### config.mk
export PLATFORM = sky130hd
export DESIGN_NAME = rvx_md
export DESIGN_NICKNAME = d
export VERILOG_FILES = /design/src/rtl/rvx_pkg.sv /design/src/rtl/rvx_md.sv
export SDC_FILE = /design/constraint.sdc
export NUM_CORES = 2
export LEC_CHECK = 0
export ABC_AREA = 1
export CORE_ASPECT_RATIO = 0.6
export CORE_MARGIN = 5
export CORE_UTILIZATION = 30
export CTS_BUF_LIST = sky130_fd_sc_hd__clkbuf_2 sky130_fd_sc_hd__clkbuf_4 sky130_fd_sc_hd__clkbuf_8
export CTS_CLUSTER_SIZE = 20
export DETAILED_ROUTE_END_ITERATION = 8
export DONT_BUFFER_PORTS = 1
export PLACE_DENSITY = 0.44
export SYNTH_ARGS = -nofsm -noshare
export SYNTH_HDL_FRONTEND = slang
export SYNTH_SLANG_ARGS = --single-unit
### constraint.sdc
create_clock -name clock -period 7.8 [get_ports clock]
set_clock_uncertainty 0.1 [all_clocks]
set_input_delay 0.78 -clock clock [delete_from_list [all_inputs] [get_ports clock]]
set_output_delay 0.78 -clock clock [all_outputs]
set_load 0.05 [all_outputs]
### src/rtl/rvx_pkg.sv
// ----------------------------------------------------------------------------
// rvx_pkg
// Shared types and constants of the RV32IM executor core.
// ----------------------------------------------------------------------------
package rvx_pkg;

   localparam logic [31:0] MEM_BASE = 32'h8000_0000;
   localparam logic [31:0] RESET_PC = 32'h8000_0000;
   localparam logic [31:0] W_ECALL  = 32'h0000_0073;
   localparam logic [31:0] W_EBREAK = 32'h0010_0073;
   localparam logic [31:0] ALL_ONES = 32'hFFFF_FFFF;

   // major opcodes
   localparam logic [6:0] OPC_OPIMM  = 7'h13;
   localparam logic [6:0] OPC_OP     = 7'h33;
   localparam logic [6:0] OPC_LUI    = 7'h37;
   localparam logic [6:0] OPC_AUIPC  = 7'h17;
   localparam logic [6:0] OPC_JAL    = 7'h6F;
   localparam logic [6:0] OPC_JALR   = 7'h67;
   localparam logic [6:0] OPC_BRANCH = 7'h63;
   localparam logic [6:0] OPC_LOAD   = 7'h03;
   localparam logic [6:0] OPC_STORE  = 7'h23;

   // funct7
   localparam logic [6:0] F7_BASE   = 7'h00;
   localparam logic [6:0] F7_ALT    = 7'h20;
   localparam logic [6:0] F7_MULDIV = 7'h01;

   // funct3, integer ops
   localparam logic [2:0] F3_ADD  = 3'd0;
   localparam logic [2:0] F3_SLL  = 3'd1;
   localparam logic [2:0] F3_SLT  = 3'd2;
   localparam logic [2:0] F3_SLTU = 3'd3;
   localparam logic [2:0] F3_XOR  = 3'd4;
   localparam logic [2:0] F3_SR   = 3'd5;
   localparam logic [2:0] F3_OR   = 3'd6;
   localparam logic [2:0] F3_AND  = 3'd7;

   // funct3, branches
   localparam logic [2:0] F3_BEQ  = 3'd0;
   localparam logic [2:0] F3_BNE  = 3'd1;
   localparam logic [2:0] F3_BLT  = 3'd4;
   localparam logic [2:0] F3_BGE  = 3'd5;
   localparam logic [2:0] F3_BLTU = 3'd6;
   localparam logic [2:0] F3_BGEU = 3'd7;

   // funct3, loads / stores
   localparam logic [2:0] F3_LB  = 3'd0;
   localparam logic [2:0] F3_LH  = 3'd1;
   localparam logic [2:0] F3_LW  = 3'd2;
   localparam logic [2:0] F3_LBU = 3'd4;
   localparam logic [2:0] F3_LHU = 3'd5;

   // funct3, M extension
   localparam logic [2:0] F3_MUL    = 3'd0;
   localparam logic [2:0] F3_MULH   = 3'd1;
   localparam logic [2:0] F3_MULHSU = 3'd2;
   localparam logic [2:0] F3_MULHU  = 3'd3;

   // result status codes
   localparam logic [2:0] ST_OK      = 3'd0;
   localparam logic [2:0] ST_ECALL   = 3'd1;
   localparam logic [2:0] ST_EBREAK  = 3'd2;
   localparam logic [2:0] ST_NULL    = 3'd3;
   localparam logic [2:0] ST_UNKNOWN = 3'd4;
   localparam logic [2:0] ST_RANGE   = 3'd5;
   localparam logic [2:0] ST_HALTED  = 3'd6;

   typedef enum logic [3:0] {
      S_CLEAR,
      S_IDLE,
      S_LDW,
      S_FETCH,
      S_DECODE,
      S_RS1,
      S_RS2,
      S_EXEC,
      S_DMEM,
      S_MDW,
      S_WB,
      S_FINISH
   } core_state_type;

   typedef struct packed {
      logic        wr;
      logic [31:0] wval;
      logic [31:0] npc;
      logic [2:0]  st;
      logic        mem_ld;
      logic        mem_st;
      logic        md;
      logic [31:0] maddr;
      logic [2:0]  mn;
   } alu_res_type;

endpackage

### src/rtl/rvx_md.sv
// ----------------------------------------------------------------------------
// rvx_md
// M-extension unit: multiplier and radix-2 restoring divider.
// ----------------------------------------------------------------------------
module rvx_md import rvx_pkg::*; (
   input  logic        clock,
   input  logic        reset,
   input  logic        start,
   input  logic [2:0]  f3,
   input  logic [31:0] a,
   input  logic [31:0] b,
   output logic        done,
   output logic [31:0] result
);

   logic        mul_pend_ff, mul_hi_ff;
   logic [32:0] mop_a_ff, mop_b_ff;
   logic signed [65:0] prod;

   logic [5:0]  div_cnt_ff;
   logic        div_fin_ff;
   logic [31:0] quo_ff, rem_ff, mb_ff, akeep_ff;
   logic        neg_q_ff, neg_r_ff, bzero_ff, rem_sel_ff;
   logic [32:0] rem_sh, diff;

   logic        done_ff;
   logic [31:0] result_ff;

   logic        sgn, na, nb;

   assign sgn    = ~f3[0];
   assign na     = sgn & a[31];
   assign nb     = sgn & b[31];
   assign prod   = $signed(mop_a_ff) * $signed(mop_b_ff);
   assign rem_sh = {rem_ff, quo_ff[31]};
   assign diff   = rem_sh - {1'b0, mb_ff};
   assign done   = done_ff;
   assign result = result_ff;

   always_ff @(posedge clock) begin
      if (reset) begin
         mul_pend_ff <= 1'b0;
         div_cnt_ff  <= '0;
         div_fin_ff  <= 1'b0;
         done_ff     <= 1'b0;
      end else begin
         done_ff    <= 1'b0;
         div_fin_ff <= 1'b0;
         mul_pend_ff <= 1'b0;
         if (start && !f3[2]) begin
            mul_pend_ff <= 1'b1;
            mul_hi_ff   <= (f3 != F3_MUL);
            mop_a_ff    <= {(f3 == F3_MULH || f3 == F3_MULHSU) & a[31], a};
            mop_b_ff    <= {(f3 == F3_MULH) & b[31], b};
         end
         if (mul_pend_ff) begin
            result_ff <= mul_hi_ff ? prod[63:32] : prod[31:0];
            done_ff   <= 1'b1;
         end
         if (start && f3[2]) begin
            quo_ff     <= na ? (32'd0 - a) : a;
            mb_ff      <= nb ? (32'd0 - b) : b;
            rem_ff     <= '0;
            akeep_ff   <= a;
            neg_q_ff   <= na ^ nb;
            neg_r_ff   <= na;
            bzero_ff   <= (b == '0);
            rem_sel_ff <= f3[1];
            div_cnt_ff <= 6'd32;
         end
         if (div_cnt_ff != '0) begin
            if (!diff[32]) begin
               rem_ff <= diff[31:0];
               quo_ff <= {quo_ff[30:0], 1'b1};
            end else begin
               rem_ff <= rem_sh[31:0];
               quo_ff <= {quo_ff[30:0], 1'b0};
            end
            div_cnt_ff <= div_cnt_ff - 6'd1;
            if (div_cnt_ff == 6'd1) div_fin_ff <= 1'b1;
         end
         if (div_fin_ff) begin
            done_ff <= 1'b1;
            if (bzero_ff) result_ff <= rem_sel_ff ? akeep_ff : ALL_ONES;
            else if (rem_sel_ff) result_ff <= neg_r_ff ? (32'd0 - rem_ff) : rem_ff;
            else result_ff <= neg_q_ff ? (32'd0 - quo_ff) : quo_ff;
         end
      end
   end

endmodule

### Word-level counts from Yosys, hierarchy flattened

Cells that the tools add are included.

* bits of input ports: 70
* word-level logic and storage cells: 70
* bits in registers: 240

* bitwise gates (word level): 8
* multiply operators: 1
* eq/ne operators: 3
* reductions and logical operators: 14
* multiplexer cells: 22
* $add $sub $neg: 6

Operators by type and width (number)
* 32-bit two-way mux: 15
* 1-bit by 32-bit subtractor with 32-bit output, first input constant: 4
* 33-bit by 33-bit multiplier with 64-bit output: 1
* 33-bit by 32-bit subtractor with 33-bit output: 1
* 32-bit zero test: 1
* 6-bit two-way mux: 2
* 2-bit AND reduction: 4
* 6-bit by 1-bit equality test with 1-bit output, second input constant: 1
* 6-bit nonzero test: 1
* 6-bit by 1-bit subtractor with 6-bit output, second input constant: 1
* 1-bit two-way mux: 5
* 1-bit AND: 4
* 2-bit nonzero test: 2
* 3-bit by 1-bit equality test with 1-bit output, second input constant: 1
* 3-bit by 2-bit equality test with 1-bit output, second input constant: 1
* 1-bit NOT: 3
* 3-bit nonzero test: 1
* 1-bit logical AND: 2
* 2-bit OR reduction: 1
* 1-bit zero test: 1
* 1-bit logical OR: 1
* 1-bit XOR: 1

### Logic depth before layout (Yosys ltp)

* depth in word-level cells: 5
* depth in mapped cells: 37

### Worst setup path before layout

Ideal clock, no wire load.

* path type: register to register
* from: register mop_b_ff[1]
* to: register result_ff[22], in the netlist result[22], data pin
* setup time: 253 ps
* data arrival time: 7135 ps
* cell stages (with the launch flop): 31
* slack: 312 ps
* path buffers: 2
* clock period less this slack: 7488 ps
* required time: 7447 ps
* cell sequence: edfxtp_1 clkbuf_1 clkbuf_1 nand2_1 inv_1 fa_1 fa_1 fa_1 fa_1 inv_1 fa_1 inv_1 fa_1 fa_1 inv_1 fa_1 inv_1 ha_1 nand2_1 nor2_1 inv_1 nor3_1 nand2_1 nor3_1 nand2_1 nand3_1 nand2_1 nand3_1 nand2_1 nand2_1 nand2_1

* longest elaborated chain between the ends: 4

Ends and longest elaborated chain
* start, declared: RTL line rvx_md.sv:17 `logic [32:0] mop_a_ff, mop_b_ff;`
* start signal, assigned: RTL line rvx_md.sv:54 `mop_b_ff <= {(f3 == F3_MULH) & b[31], b};`
* 33-bit by 33-bit multiplier with 64-bit output: RTL line rvx_md.sv:34 `assign prod = $signed(mop_a_ff) * $signed(mop_b_ff);`
* 32-bit two-way mux: RTL line rvx_md.sv:57 `result_ff <= mul_hi_ff ? prod[63:32] : prod[31:0];`
* 32-bit two-way mux: RTL line rvx_md.sv:56 `if (mul_pend_ff) begin`
* 32-bit two-way mux: RTL line rvx_md.sv:82 `if (div_fin_ff) begin`
* end signal, assigned: RTL line rvx_md.sv:57
* end signal, assigned: RTL line rvx_md.sv:84 `if (bzero_ff) result_ff <= rem_sel_ff ? akeep_ff : ALL_ONES;`
* end signal, assigned: RTL line rvx_md.sv:85 `else if (rem_sel_ff) result_ff <= neg_r_ff ? (32'd0 - rem_ff) : rem_ff;`
* end, declared: RTL line rvx_md.sv:27 `logic [31:0] result_ff;`

Every way passes these cells. The select of a mux whose other input is x is not followed.
A chain may end at the register's enable or synchronous reset.

### Worst setup path in the final report

* from: register mop_b_ff[32]
* to: register result_ff[17], in the netlist result[17], data pin

The elaborated chain is that of the path after synthesis.

==> metrics list <==
- The flow ran to the end, and the final reports show no timing, DRC or antenna violations.
- Once layout is complete, the cells apart from fillers number 9973.
- Fillcell total: 19.5k
* Class of the tightest hold or removal check: in2reg
- Core region area: 184000 um2
- Dividing the detail-routed wire length by the instance count gives 22.2 um.
- Maximum frequency from static timing analysis: 0.130 GHz
- Mapped Area: 55500 um2
- Bufs and invs on worst path: 7
* Total grt overflow: 0
- Slowest library cell on the worst path: sky130_fd_sc_hd__fa_1
- RSZ-0062 raised after global routing: yes
- Clock-pin slew was measured on the worst setup and hold paths at 80 ps.
* Depth of the worst register-to-register path: 26
- Number of antenna violations at the first check in global routing: 15
- After synthesis, the mean cell area works out to 7.75 um2.
* Fraction of final layout cells with drive strength greater than 1: 12.7%
- Data on the critical path arrives at its endpoint at 8030 ps.
* Tightest Pin Transition: 1050 ps
- The die is 343 um tall.
* Total die area: 194000 um2
- The number of global-route vias before repair came to 45.9k.
- Number of DRC markers in iteration 0: 4922
* Overall fraction of global-route tracks in use: 22.9%
* Number of maximum-capacitance violations: 0
* Critical-path maximum fanout: 5
- In the routed design, unresolved DRC markers number 0.
* Classification of the worst setup path: reg2reg
- Across all layers, the routed design uses 46.7k vias.
* Die Wd: 565 um
* HPWL after detailed placement: 190000 um
- The number of nets in the synthesized netlist is 8612.
- After synthesis the netlist holds a flip-flop and latch count of 240.
* Buffers on Ports: 0
- Summing all placed instances gives a cell area of 62200 um2.
- Number of vias per cell: 4.68
- In this run the clock root is driven by a sky130_fd_sc_hd__clkbuf_8.
- Slew Limit Headroom: 30.1%
* Cells on Worst Hold Path: 0
- Setup violations remaining at the end of the flow were counted as 0.
- Distinct cell type count after synthesis: 47
- Type of origin of the critical path: flip-flop
- During I/O placement, the number of pins put on the boundary was 103.
- Counting every instance in the synthesized netlist gives 7166.
* Required time at the worst-slack endpoint: 8140 ps
- For this run, the share of the core covered by cells in the final layout is 35.3%.
* Detailed Routing Iterations Pass 1: 5
* Crit path max-delay family: adder cells
* Shortest clock period the worst path allows after layout: 7690 ps
* Instance count on the critical path: 26
* Non-Filler Cell Area, Final: 65000 um2
- Initial Utilization: 30.1%
- Sequential share of the synthesized area: 12.8%
* Number of levels in the clock H-tree: 2
* Most repeated library cell on the critical path: sky130_fd_sc_hd__fa_1
* Fin. Hold Viols: 0
* Critical path capture point type: flip-flop
- Total number of placement rows: 122
* Clock sink count: 240
- The number of clock buffers added by TritonCTS is 43.
- Layout overhead on the synthesized area: 17.1%
* Total number of nets in the final design: 8893
- After layout, the worst path uses 98.6% of the clock period.
* Maximum buffer depth of the clock tree: 3
- The first global-routing pass estimated 326000 um of wire.
- The Yosys step of the flow raised 0 warnings.
- Largest net degree at the start of global routing: 78
- Delay of the slowest cell on the worst path: 610 ps
- Final routed wirelength across all metal layers: 221000 um
- The final max-slew violation count is 0.
- Final estimated routing congestion in global placement: 0.979
* Placed instance count: 9836
* Later-pin clock latency in the skew report: 710 ps
- TritonCTS built the clock tree.
* Post-DRT Antenna Nets: 0
## worst reg2reg max path: cells and delay by family (launching register included)
family	cells	cell delay, ps
simple gates	9	1510
buf+inv	7	830
fa+ha+maj	9	4400
compound gates	1	120
flops	1	510
## cell type report
cell class              instances  area (um2)  share of cell area [%]
diodes                         11        27.5                  0.0424
clock buffers                  49         637                   0.980
clock inverters                31         327                   0.502
inverters                    2005        7540                    11.6
multi-input cells            4603       40900                    62.9
flip-flops and latches        240        7120                    10.9
well taps                    2480        3100                    4.77
repair buffers                554        5340                    8.21
## worst paths after layout
| path | startpoint | to | slack [ps] |
|---|---|---|---|
| worst max register to register | mop_b_ff[32] | result[17] | 110 |
| worst min-delay path | a[29] | akeep_ff[29] | 60 |
| worst min register to register | div_cnt_ff[3] | div_cnt_ff[3] | 400 |
| worst max-delay path | mop_b_ff[32] | result[17] | 110 |
## sequential cells by signal, summed over array words and instances, names as in the netlist, 6 cells and up
signal and flops:
mop_a_ff 33, result 32, quo_ff 32, akeep_ff 32, div_cnt_ff 6, rem_ff 32, mop_b_ff 33, mb_ff 32
## stage by stage
step / hold slack [ps] / setup slack (ps) / TNS [ps]
4_1_cts: 18.5 / 0.0204 / 0
2_1_floorplan: 322 / 312 / 0
5_1_grt: 28.7 / -86.9 / -326
3_5_place_dp: 378 / -989 / -5000
6_report: 61.9 / 113 / 0
3_3_place_gp: 357 / -1100 / -5980
## layer usage
metal  up-vias  global-route usage (%)  wire (um)
met4         4                    2.01       2020
li1      21200                       -          -
met5         -                       0         26
met2      1815                    28.4      79300
met1     23500                    39.4     118000
met3       133                    5.62      21800
## placed cells by master (no fill, tap or decap), types with 43 or more instances in the layout
cell                       synthesis  layout
sky130_fd_sc_hd__buf_12            2      84
sky130_fd_sc_hd__buf_4             1     448
sky130_fd_sc_hd__clkbuf_8          0      43
sky130_fd_sc_hd__nand2_2           7      56
sky130_fd_sc_hd__nand3_1         217     210
sky130_fd_sc_hd__xor2_1           51      50
sky130_fd_sc_hd__inv_1          1996    1976
sky130_fd_sc_hd__edfxtp_1        231     231
sky130_fd_sc_hd__o21ai_0         188     162
sky130_fd_sc_hd__ha_1            250     219
sky130_fd_sc_hd__nand2_1        1888    1831
sky130_fd_sc_hd__fa_1           1126    1087
sky130_fd_sc_hd__a21oi_1         180     152
sky130_fd_sc_hd__nor2_1          422     360
sky130_fd_sc_hd__nor2_2           20      60
## logic make-up after synthesis
group	count (synthesis)	synth area share, %
buf+inv	2323	15.8
simple gates	2679	19.3
xor+xnor	87	1.37
fa+ha+maj	1376	46.2
flops	240	12.8
compound gates	461	4.52
## cell usage after synthesis, drive strengths merged
cell / instances / area, um2
nand3b: 12 / 90.1
buf: 15 / 103
o21ai: 200 / 1000
o21a: 4 / 30.0
edfxtp: 231 / 6940
o221ai: 7 / 61.3
ha: 250 / 3130
a31o: 2 / 17.5
nor3b: 1 / 7.51
nand2b: 1 / 6.26
nor3: 43 / 215
a21o: 10 / 75.1
o211ai: 12 / 90.1
a21oi: 180 / 901
inv: 2001 / 7510
or2: 19 / 119
a211oi: 1 / 7.51
nand2: 1898 / 7160
a31oi: 11 / 68.8
xnor2: 36 / 315
clkinv: 4 / 15.0
o32ai: 1 / 8.76
o21bai: 25 / 188
o22ai: 3 / 18.8
o31ai: 5 / 37.5
nand3: 219 / 1110
nor4: 5 / 37.5
and2: 1 / 6.26
clkbuf: 303 / 1140
fa: 1126 / 22500
xor2: 51 / 447
dfxtp: 9 / 180
nand4: 38 / 238
nor2: 442 / 1710
## timing repair
item                                    CTS  global route
gates cloned                              0             3
hold endpoints to repair                  3             0
gates resized for setup                  80           285
buffers inserted                          6            35
hold buffers                              2             0
endpoints found under the setup margin   21            32
pin swaps                                 8            87
Power is left out: the tool's default activity adds up to more than one toggle a clock period on the data nets, which glitch-free logic cannot reach.
